===== config.mk =====
export PLATFORM = sky130hd
export DESIGN_NAME = status_led_pulse_blink_controller
export DESIGN_NICKNAME = d
export VERILOG_FILES = /design/src/design/slpbc_pkg.sv /design/src/design/status_led_pulse_blink_controller.sv
export SDC_FILE = /design/constraint.sdc
export NUM_CORES = 1
export LEC_CHECK = 0
export BUFFER_PORTS_ARGS = -buffer_cell sky130_fd_sc_hd__clkbuf_2
export CORE_ASPECT_RATIO = 1.4
export CORE_UTILIZATION = 35
export DETAILED_ROUTE_END_ITERATION = 12
export HOLD_SLACK_MARGIN = 0.12
export PLACE_DENSITY_LB_ADDON = 0.15
export SLEW_MARGIN = 20
export SYNTH_ARGS = -nofsm -noshare
export SYNTH_HDL_FRONTEND = slang
export SYNTH_SLANG_ARGS = --single-unit

===== constraint.sdc =====
create_clock -name aclk -period 5.4 [get_ports aclk]
set_input_delay 0 -clock aclk [delete_from_list [all_inputs] [get_ports aclk]]
set_output_delay 0 -clock aclk [all_outputs]
set_load 0.1 [all_outputs]

===== src/design/slpbc_pkg.sv =====
// Shared constants and codes for the status LED pulse and blink controller.
`default_nettype none

package slpbc_pkg;

    // LED bank and timer sizing
    localparam int LED_COUNT_C  = 6;
    localparam int PULSE_LEDS_C = 4;
    localparam int TIMER_BITS_C = 16;

    // Field widths
    localparam int OPCODE_W     = 2;
    localparam int FLAG_SEL_W   = 3;
    localparam int PULSE_SEL_W  = 2;
    localparam int CFG_INDEX_W  = 2;
    localparam int CFG_DATA_W   = 16;
    localparam int S_TDATA_W    = 8;
    localparam int M_TDATA_W    = 16;

    // Item kinds
    typedef enum logic [OPCODE_W-1:0] {
        OP_TICK  = 2'd0,
        OP_FLAG  = 2'd1,
        OP_PULSE = 2'd2
    } opcode_t;

    // Status flag selectors
    localparam logic [FLAG_SEL_W-1:0] FLAG_CRITICAL    = 3'd0;
    localparam logic [FLAG_SEL_W-1:0] FLAG_BOOT        = 3'd1;
    localparam logic [FLAG_SEL_W-1:0] FLAG_PAIRING     = 3'd2;
    localparam logic [FLAG_SEL_W-1:0] FLAG_CONNECTED   = 3'd3;
    localparam logic [FLAG_SEL_W-1:0] FLAG_LISTENING   = 3'd4;
    localparam logic [FLAG_SEL_W-1:0] FLAG_READY       = 3'd5;
    localparam logic [FLAG_SEL_W-1:0] FLAG_PAIR_PHASE  = 3'd6;
    localparam int                    STATUS_FLAGS_W   = 6;

    // Fixed LED positions
    localparam int LISTEN_LED = 3;
    localparam int BLINK_LED  = 4;
    localparam int PAIR_LED   = 5;

    // Configuration register indexes
    localparam logic [CFG_INDEX_W-1:0] CFG_HOST_ROLE   = 2'd0;
    localparam logic [CFG_INDEX_W-1:0] CFG_PULSE_LEN   = 2'd1;
    localparam logic [CFG_INDEX_W-1:0] CFG_BLINK_HALF  = 2'd2;

    // Configuration reset values
    localparam logic [CFG_DATA_W-1:0] PULSE_LEN_RESET  = 16'd50;
    localparam logic [CFG_DATA_W-1:0] BLINK_HALF_RESET = 16'd500;

endpackage

`default_nettype wire


===== src/design/status_led_pulse_blink_controller.sv =====
// Status LED controller: flag, pulse and blink state with a registered result item.
//
// Usage:
//   The s_ channel takes one item per handshake: a 1 ms tick, a status flag
//   write or an activity pulse request (kind in s_tuser). Each accepted item
//   yields exactly one result item on the m_ channel with the six LED levels
//   and a mask of the levels that changed since the previous result.
//   The cfg_ channel writes host_role, pulse_length_ms and
//   blink_half_period_ms; write it only while the block is idle.
//   The output register loads at the accepting edge and the result is offered
//   in the next cycle. Throughput is one item per cycle while results are
//   taken; the state update and level logic sit between the state registers
//   and the output register.
//   When the receiver stalls, the result holds in the output register and
//   s_tready drops until it is taken; a result taken in the same cycle lets
//   the next item in.
//   Reset (aresetn low, synchronous) sets the boot flag, clears pulses and
//   pairing phase, lights the blink phase, empties the output register and
//   restores the configuration defaults. The first result marks all six
//   LEDs as changed.
`default_nettype none

module status_led_pulse_blink_controller
    import slpbc_pkg::*;
#(
    parameter int PULSE_LEDS = PULSE_LEDS_C,
    parameter int TIMER_BITS = TIMER_BITS_C
) (
    input  wire logic                    aclk,
    input  wire logic                    aresetn,
    // Input items
    input  wire logic                    s_tvalid,
    output logic                         s_tready,
    input  wire logic [S_TDATA_W-1:0]    s_tdata,   // [2:0] flag_select, [3] flag_value,
                                                    // [5:4] pulse_led, [7:6] zero
    input  wire logic [OPCODE_W-1:0]     s_tuser,   // [1:0] opcode
    // Result items
    output logic                         m_tvalid,
    input  wire logic                    m_tready,
    output logic [M_TDATA_W-1:0]         m_tdata,   // [5:0] led_levels, [11:6] changed_mask,
                                                    // [15:12] zero
    // Configuration writes
    input  wire logic                    cfg_valid,
    output logic                         cfg_ready,
    input  wire logic [CFG_INDEX_W-1:0]  cfg_index,
    input  wire logic [CFG_DATA_W-1:0]   cfg_data
);

    localparam int WIDE_W = (TIMER_BITS > CFG_DATA_W) ? TIMER_BITS : CFG_DATA_W;
    localparam logic [TIMER_BITS-1:0] TIMER_MAX = {TIMER_BITS{1'b1}};

    typedef logic [TIMER_BITS-1:0] timer_t;

    // Configuration registers
    logic                  host_role_reg;
    logic [CFG_DATA_W-1:0] pulse_len_reg;
    logic [CFG_DATA_W-1:0] blink_half_reg;

    // Controller state
    logic [STATUS_FLAGS_W-1:0] flags_reg, flags_next;
    logic                      phase_on_reg, phase_on_next;
    logic [PULSE_LEDS-1:0]     pulse_on_reg, pulse_on_next;
    timer_t                    pulse_rem_reg [PULSE_LEDS];
    timer_t                    pulse_rem_next [PULSE_LEDS];
    logic                      blink_on_reg, blink_on_next;
    timer_t                    blink_elapsed_reg, blink_elapsed_next;
    logic [LED_COUNT_C-1:0]    prev_levels_reg;
    logic                      prev_valid_reg;

    // Output register
    logic                      m_valid_reg;
    logic [LED_COUNT_C-1:0]    levels_out_reg;
    logic [LED_COUNT_C-1:0]    changed_out_reg;

    // Decoded item and derived values
    opcode_t                   opcode;
    logic [FLAG_SEL_W-1:0]     flag_select;
    logic                      flag_value;
    logic [PULSE_SEL_W-1:0]    pulse_led;
    logic                      accept;
    logic                      fault_now;
    logic                      fault_next;
    logic [WIDE_W-1:0]         pulse_len_wide;
    logic [WIDE_W-1:0]         blink_half_wide;
    timer_t                    pulse_len_t;
    timer_t                    blink_half_t;
    timer_t                    elapsed_inc;
    logic [LED_COUNT_C-1:0]    levels_next;
    logic [LED_COUNT_C-1:0]    changed_next;

    assign opcode      = opcode_t'(s_tuser);
    assign flag_select = s_tdata[2:0];
    assign flag_value  = s_tdata[3];
    assign pulse_led   = s_tdata[5:4];

    assign s_tready  = !m_valid_reg || m_tready;
    assign accept    = s_tvalid && s_tready;
    assign cfg_ready = 1'b1;

    assign m_tvalid = m_valid_reg;
    assign m_tdata  = {{(M_TDATA_W - 2 * LED_COUNT_C){1'b0}}, changed_out_reg, levels_out_reg};

    // Fit the configured lengths to the timer width
    assign pulse_len_wide  = WIDE_W'(pulse_len_reg);
    assign blink_half_wide = WIDE_W'(blink_half_reg);
    assign pulse_len_t     = pulse_len_wide[TIMER_BITS-1:0];
    assign blink_half_t    = blink_half_wide[TIMER_BITS-1:0];

    assign fault_now = flags_reg[FLAG_CRITICAL] || flags_reg[FLAG_BOOT];

    // Advance state for the item at the input
    always_comb begin
        flags_next         = flags_reg;
        phase_on_next      = phase_on_reg;
        pulse_on_next      = pulse_on_reg;
        pulse_rem_next     = pulse_rem_reg;
        blink_on_next      = blink_on_reg;
        blink_elapsed_next = blink_elapsed_reg;
        elapsed_inc        = blink_elapsed_reg;

        case (opcode)
            OP_TICK: begin
                for (int i = 0; i < PULSE_LEDS; i++) begin
                    if (pulse_on_reg[i]) begin
                        if (pulse_rem_reg[i] != '0) begin
                            pulse_rem_next[i] = pulse_rem_reg[i] - timer_t'(1);
                        end
                        if (pulse_rem_next[i] == '0) begin
                            pulse_on_next[i] = 1'b0;
                        end
                    end
                end
                if (fault_now) begin
                    if (blink_elapsed_reg != TIMER_MAX) begin
                        elapsed_inc = blink_elapsed_reg + timer_t'(1);
                    end
                    if (elapsed_inc >= blink_half_t) begin
                        blink_elapsed_next = '0;
                        blink_on_next      = !blink_on_reg;
                    end else begin
                        blink_elapsed_next = elapsed_inc;
                    end
                end else begin
                    blink_on_next      = 1'b1;
                    blink_elapsed_next = '0;
                end
            end
            OP_FLAG: begin
                if (flag_select inside {[FLAG_CRITICAL:FLAG_READY]}) begin
                    flags_next[flag_select] = flag_value;
                    if (!flag_value && flag_select == FLAG_PAIRING) begin
                        phase_on_next = 1'b0;
                    end
                end else if (flag_select == FLAG_PAIR_PHASE) begin
                    phase_on_next = flag_value;
                end
            end
            OP_PULSE: begin
                if (!fault_now) begin
                    for (int i = 0; i < PULSE_LEDS; i++) begin
                        if (int'(pulse_led) == i) begin
                            pulse_on_next[i]  = 1'b1;
                            pulse_rem_next[i] = pulse_len_t;
                        end
                    end
                end
            end
            default: begin
            end
        endcase
    end

    // Derive LED levels and the change mask from the updated state
    always_comb begin
        fault_next  = flags_next[FLAG_CRITICAL] || flags_next[FLAG_BOOT];
        levels_next = '0;
        if (fault_next) begin
            levels_next[BLINK_LED] = blink_on_next;
        end else begin
            for (int i = 0; i < PULSE_LEDS; i++) begin
                levels_next[i] = pulse_on_next[i];
            end
            if (flags_next[FLAG_LISTENING]) begin
                levels_next[LISTEN_LED] = 1'b1;
            end
            if (host_role_reg) begin
                levels_next[BLINK_LED] = flags_next[FLAG_CONNECTED];
            end else begin
                levels_next[BLINK_LED] = flags_next[FLAG_READY];
                levels_next[PAIR_LED]  = flags_next[FLAG_PAIRING] && phase_on_next;
            end
        end
        changed_next = prev_valid_reg ? (levels_next ^ prev_levels_reg) : '1;
    end

    // Hold configuration, take writes
    always_ff @(posedge aclk) begin
        if (!aresetn) begin
            host_role_reg  <= 1'b0;
            pulse_len_reg  <= PULSE_LEN_RESET;
            blink_half_reg <= BLINK_HALF_RESET;
        end else if (cfg_valid && cfg_ready) begin
            case (cfg_index)
                CFG_HOST_ROLE:  host_role_reg  <= cfg_data[0];
                CFG_PULSE_LEN:  pulse_len_reg  <= cfg_data;
                CFG_BLINK_HALF: blink_half_reg <= cfg_data;
                default: begin
                end
            endcase
        end
    end

    // Commit state on each accepted item
    always_ff @(posedge aclk) begin
        if (!aresetn) begin
            flags_reg         <= STATUS_FLAGS_W'(1) << FLAG_BOOT;
            phase_on_reg      <= 1'b0;
            pulse_on_reg      <= '0;
            blink_on_reg      <= 1'b1;
            blink_elapsed_reg <= '0;
            prev_levels_reg   <= '0;
            prev_valid_reg    <= 1'b0;
            for (int i = 0; i < PULSE_LEDS; i++) begin
                pulse_rem_reg[i] <= '0;
            end
        end else if (accept) begin
            flags_reg         <= flags_next;
            phase_on_reg      <= phase_on_next;
            pulse_on_reg      <= pulse_on_next;
            pulse_rem_reg     <= pulse_rem_next;
            blink_on_reg      <= blink_on_next;
            blink_elapsed_reg <= blink_elapsed_next;
            prev_levels_reg   <= levels_next;
            prev_valid_reg    <= 1'b1;
        end
    end

    // Load the output register, drop valid once taken
    always_ff @(posedge aclk) begin
        if (!aresetn) begin
            m_valid_reg <= 1'b0;
        end else if (accept) begin
            m_valid_reg <= 1'b1;
        end else if (m_tready) begin
            m_valid_reg <= 1'b0;
        end
    end

    always_ff @(posedge aclk) begin
        if (accept) begin
            levels_out_reg  <= levels_next;
            changed_out_reg <= changed_next;
        end
    end

endmodule

`default_nettype wire


# Yosys cells after proc, flatten, opt, wreduce, memory -nomap -nowiden
# Cells that the tools add are included.
[classes]
add_sub_neg = 5
n_lt_le_gt_ge = 5
eq_ne = 19
muxes = 61
bitwise = 1
reduce_logical = 32
[op_table]
columns = ["op", "count"]
rows = [
  ["16-bit 2-to-1 mux", 25],
  ["64-bit one-hot mux with 2 select lines", 1],
  ["16-bit zero test", 4],
  ["64-bit 2-to-1 mux", 1],
  ["16-bit nonzero test", 4],
  ["16-bit by 1-bit subtractor with 16-bit output (second input constant)", 4],
  ["1-bit 2-to-1 mux", 27],
  ["5-bit AND reduction", 4],
  ["2-bit != test (second input constant)", 9],
  ["16-bit by 1-bit adder with 16-bit output (second input constant)", 1],
  ["16-bit greater-or-equal comparator", 1],
  ["16-bit != test (second input constant)", 1],
  ["6-bit 2-to-1 mux", 2],
  ["2-bit == test (second input constant)", 4],
  ["4-bit 2-to-1 mux", 2],
  ["4-bit one-hot mux with 2 select lines", 1],
  ["2-bit AND reduction", 4],
  ["6-bit bitwise mux", 1],
  ["2-bit by 1-bit == test with 1-bit output (second input constant)", 3],
  ["3-bit by 1-bit greater-or-equal comparator with 1-bit output (second input constant)", 2],
  ["2-bit zero test", 3],
  ["6-bit bitwise XOR", 1],
  ["1-bit logical AND", 5],
  ["3-bit by 4-bit < comparator with 1-bit output (second input constant)", 1],
  ["other kinds (7)", 12],
]
[totals]
register_bits = 145
out_inout_bits = 19
word_cells = 140

# Depth between registers and ports, before layout
[depth]
word_depth = 11
depth_mapped = 16

# Worst setup path after synthesis
# OpenSTA, ideal clock, no wires.
[synth_timing]
kind = "register to register"
from = "register blink_elapsed_reg[0]"
to = "register changed_out_reg[4], data pin"
setup_ns = 0.260
t_arrival_ns = 3.577
required_time_ns = 5.140
path_slack_ns = 1.563
path_stages_with_launch = 14
n_path_buf = 0
period_less_slack_ns = 3.837
path_cell_list = "dfxtp_1 ha_1 nand4_1 nor4_1 nor3b_1 and3_1 xor2_1 ha_1 or4_1 a21oi_1 o211ai_1 or4_1 nand3b_1 mux2_2"
[synth_between]
elab_chain_len = 10
elab_cells_between_ends = 11
cone_classes = "1 x add/sub; 1 x order compare; 1 x eq/ne; 7 x mux; 1 x bitwise"
[synth_lines]
columns = ["element", "line", "text"]
rows = [
  ["from (decl)", "status_led_pulse_blink_controller.sv:66", "timer_t blink_elapsed_reg, blink_elapsed_next;"],
  ["from (signal assigned)", "status_led_pulse_blink_controller.sv:232", "blink_elapsed_reg <= blink_elapsed_next;"],
  ["16-bit by 1-bit adder with 16-bit output or 16-bit != test (tied branches)", "status_led_pulse_blink_controller.sv:135, status_led_pulse_blink_controller.sv:134", ""],
  ["16-bit 2-to-1 mux (*)", "status_led_pulse_blink_controller.sv:134", "if (blink_elapsed_reg != TIMER_MAX) begin"],
  ["16-bit 2-to-1 mux (*)", "status_led_pulse_blink_controller.sv:133", "if (fault_now) begin"],
  ["16-bit 2-to-1 mux (*)", "status_led_pulse_blink_controller.sv:121", "case (opcode)"],
  ["16-bit greater-or-equal comparator (*)", "status_led_pulse_blink_controller.sv:137", "if (elapsed_inc >= blink_half_t) begin"],
  ["1-bit 2-to-1 mux (*)", "status_led_pulse_blink_controller.sv:137", ""],
  ["1-bit 2-to-1 mux (*)", "status_led_pulse_blink_controller.sv:133", ""],
  ["1-bit 2-to-1 mux (*)", "status_led_pulse_blink_controller.sv:121", ""],
  ["1-bit 2-to-1 mux (*)", "status_led_pulse_blink_controller.sv:177", "if (fault_next) begin"],
  ["6-bit bitwise XOR (*)", "status_led_pulse_blink_controller.sv:193", "changed_next = prev_valid_reg ? (levels_next ^ prev_levels_reg) : '1;"],
  ["to (signal assigned)", "status_led_pulse_blink_controller.sv:252", "changed_out_reg <= changed_next;"],
  ["to (decl)", "status_led_pulse_blink_controller.sv:73", "logic [LED_COUNT_C-1:0] changed_out_reg;"],
]
# Every way passes the cells marked *; elsewhere a longest branch is shown, timed or not. The select of a mux whose other input is x is not followed.
# A chain may end at the register's enable or synchronous reset.

# Final worst setup path
[layout_timing]
from = "register blink_elapsed_reg[3]"
to = "register changed_out_reg[4], data pin"
# Same word-level chain as after synthesis.

==> flow_summary.yaml <==
clock_tree:
  clk_latency_ns: 0.44
  post_cts_buffers: 0
  clk_pin_slew_ns: 0.07
  cts_made_buffers: 17
  cts_root_buffer: "clkbuf_16"
  h-tree-depth: 4
  cts_resized: 0
  cts_tree: "built"
  cts.sink_count: 145
  cts_hold_buffers: 28
  clockBufferDepth: 2
synth:
  synthSimpleGateAreaFrac_pct: 29.45
  postSynth.asyncResetShare_pct: 0
  synth_xor_area_share_pct: 1.625
  ys_types: 83
  syn_area_mm2: 0.009165
  yosysSeqAreaShare_pct: 32.98
  synth_top_flop_cell: "dfxtp_1"
  yosysWarnings: 0
  syn-mean-instance-area_um2: 7.760
  synthAdderAreaFrac_pct: 2.867
  ys_seq_elements: 145
  synth_top_family_by_area: "simple AND/OR/NAND/NOR gates"
  synth-compound-area-share_pct: 25.34
  synthMuxAreaShare_pct: 2.894
  yosys-top-cells-area: "dfxtp_1 (29%), nand2_1 (7.0%), a21oi_1 (4.5%)"
  yosysTopAreaCell: "dfxtp_1"
  synth-edff-count: 12
  syn_inst: 1181
  synth_top_area_share_pct: 29.05
status:
  status: "complete, no violations"
global_routing:
  grt_pass1_vias: 8494
  grtUsageTotal_pct: 21.96
  antenna_found_initial: 0
  grt_overflow: 0
  grt_max_degree: 91
  grt_pass1_wl_um: 46590
floorplan:
  fp.coreArea_mm2: 0.02555
  fp.dieW_um: 138.8
  io_pins: 52
  start_util_pct: 35.86
  die_height_um: 193.5
  die-area_mm2: 0.02685
  fp-row-count: 69
final_layout:
  final_core_utilization_pct: 40.91
  fill_cells: 2685
  diodes: 0
  fin_nets: 1266
  drive_gt1_share_pct: 12.25
  area_delta_synth_final_pct: 14.07
  largest_reg_flops: 64
power_and_ir_drop:
  power.share.clock_pct: 40.2
  p_sw_share_pct: 31.24
  power_leakage_nw: 3.925
  intPower_mw: 2.022
  p_total_mw: 2.941
  pwr-share-comb_pct: 20.9
  cellPowerDensity_mw_per_mm2: 281.3
  vdd_drop_max_v: 0.0002187
  seqPwrFrac_pct: 38.9
  switchingPower_mw: 0.9188
drt:
  ant_nets: 0
  via_per_inst: 5.708
  drtIter0Drc: 471
  drt-pass1-iter-count: 5
  drc: 0
  wl_per_cell_um: 18.67
  num_vias: 8808
  wirelength_um: 28810
placement:
  hpwl_um: 20870
  io_buffers: 44
  gp_congestion: 0.8808
  preCtsSetupSlack_ns: 1.098
min_path:
  hold_path_end: "flags_reg[1]"
  hold_start: "s_tdata[0]"
  hold_class: "in -> reg"
  whs_path_depth: 6
worst_setup_path:
  critPathMaxFanout: 8
  critPathArrivalTime_ns: 4.50
  crit_type: "reg -> reg"
  reg2regPathDepth: 13
  r2r_slack_ns: 1.08
  worstSetupEndpointType: "register"
  crit_path_start_kind: "register"
  regToRegEndpoint: "changed_out_reg[4]"
  required_ns: 5.59
  r2r-start: "blink_elapsed_reg[3]"
sta:
  fin_ws_ns: 1.085
  fmax_mhz: 231.7
  max_slew_margin_pct: 33.92
  fin_crit_sh_pct: 79.91
  worstMarginPinSlew_ns: 0.9912
  period_minus_slack_ns: 4.315
  fin_skew_ns: 0.007710
  slew_violations: 0
  fin_tns_setup_ns: 0
  setup-violations-final: 0
  hold_viol: 0
  rsz0062_at_grt: "no"
run:
  drv_cap: 0
[cells in the mapped netlist (5+ instances only)]
master	number
a211oi_1	12
nor3_1	38
edfxtp_1	12
o21ai_0	70
ha_1	21
o221a_2	13
buf_4	6
o31ai_1	8
dfxtp_1	133
nor2b_1	43
nand2b_1	15
o21a_1	8
nand2_1	170
xor2_1	9
clkbuf_1	63
nor4_1	20
or3b_2	5
nor2_1	84
a21o_1	7
nand3b_1	9
a21boi_0	45
xnor2_1	8
nor3b_1	7
nand4b_1	5
and3_1	11
nand3_1	31
a41oi_1	6
nand4_1	14
mux2i_1	13
or3_1	7
a21oi_1	83
a22oi_1	13
o22ai_1	10
a31oi_1	14
or2_2	11
o41ai_1	7
or4_1	10
o211ai_1	11
and2_1	10
mux2_2	12
inv_1	33
[layout make-up]
cell class              count  area [um^2]  share of cell area (%)
flip-flops and latches    145         3023                   28.91
clock buffers              22        495.5                   4.739
inverters                  33        123.9                   1.185
multi-input cells         931         5739                   54.89
clock inverters             9        81.33                  0.7779
repair buffers             84        593.1                   5.673
well taps                 319        399.1                   3.818
[worst max-delay path by stage]
stage | start | endpoint | slack, ns | depth (start not counted)
finish | blink_elapsed_reg[3] | changed_out_reg[4] | 1.08 | 13
CTS | blink_elapsed_reg[4] | changed_out_reg[4] | 1.07 | 13
detailed placement | blink_elapsed_reg[4] | changed_out_reg[4] | 1.10 | 13
floorplan | blink_elapsed_reg[0] | changed_out_reg[4] | 1.56 | 13
global placement | blink_elapsed_reg[4] | changed_out_reg[4] | 1.14 | 13
global route | blink_elapsed_reg[4] | changed_out_reg[4] | 0.80 | 13
[cell usage in the layout, fill, tap and decap left out, drive strengths merged, types with 8 or more instances in the layout]
cell,count
nand2,170
dfxtp,133
nor2,84
a21oi,83
o21ai,70
clkbuf,65
a21boi,45
nor2b,43
nor3,39
inv,33
nand3,31
dlygate4sd3,28
nor4,25
ha,21
nand2b,15
nand4,14
a31oi,14
mux2i,13
a22oi,13
o221a,13
buf,13
or4,13
mux2,12
edfxtp,12
and3,12
a211oi,12
or2,11
o211ai,11
and2,10
o22ai,10
nand3b,9
xor2,9
or3,9
o21a,8
o31ai,8
xnor2,8
a21o,8
clkinv,8
[power by group through the flow]
stage | clock network, mW | logic (mW) | registers, mW
after detailed placement | 0 | 0.596 | 1.17
after global placement | 0 | 0.595 | 1.17
after CTS | 1.20 | 0.614 | 1.14
final | 1.18 | 0.615 | 1.14
after global routing | 1.25 | 0.674 | 1.15
after floorplan | 0 | 0.424 | 1.19
[critical path, cell delays in order, from the launching register on]
cell and delay, ns:
dfxtp_1 0.42, nand4_1 0.22, or2_2 0.38, or4_1 0.73, nand3_1 0.23, xnor2_1 0.14, ha_1 0.27, a21o_1 0.18
a21oi_1 0.14, a2bb2oi_1 0.17, o211ai_1 0.21, or4_1 0.45, nand3b_1 0.17, mux2_2 0.35
[cells by family after synthesis]
kind of cell	count (synthesis)
flip-flops	145
AO/OA/AOI/OAI	347
AND/OR/NAND/NOR	516
adder cells (fa/ha/maj)	21
other	2
XOR/XNOR	17
buffers and inverters	108
multiplexers	25
[per-stage QoR]
| step | cells | hold slack (ns) | cell area [um^2] |
|---|---|---|---|
| 2_1_floorplan | 1184 | 0.1240 | 9176 |
| 3_3_place_gp | 1484 | 0.2608 | 9593 |
| 3_5_place_dp | 1484 | 0.2615 | 9593 |
| 4_1_cts | 1543 | 0.1228 | 10450 |
| 5_1_grt | 1543 | 0.1915 | 10460 |
| 6_report | 1543 | 0.1412 | 10460 |
[layer usage]
metal  track usage, %  vias to the layer above  wire [um]
li1                 -                     4376          -
met1            25.14                     4206      12080
met2            40.37                      175      14980
met3            2.921                       51        839
met4            9.630                        0        906
met5                0                        -          0
Power figures use the tool's default switching activity.
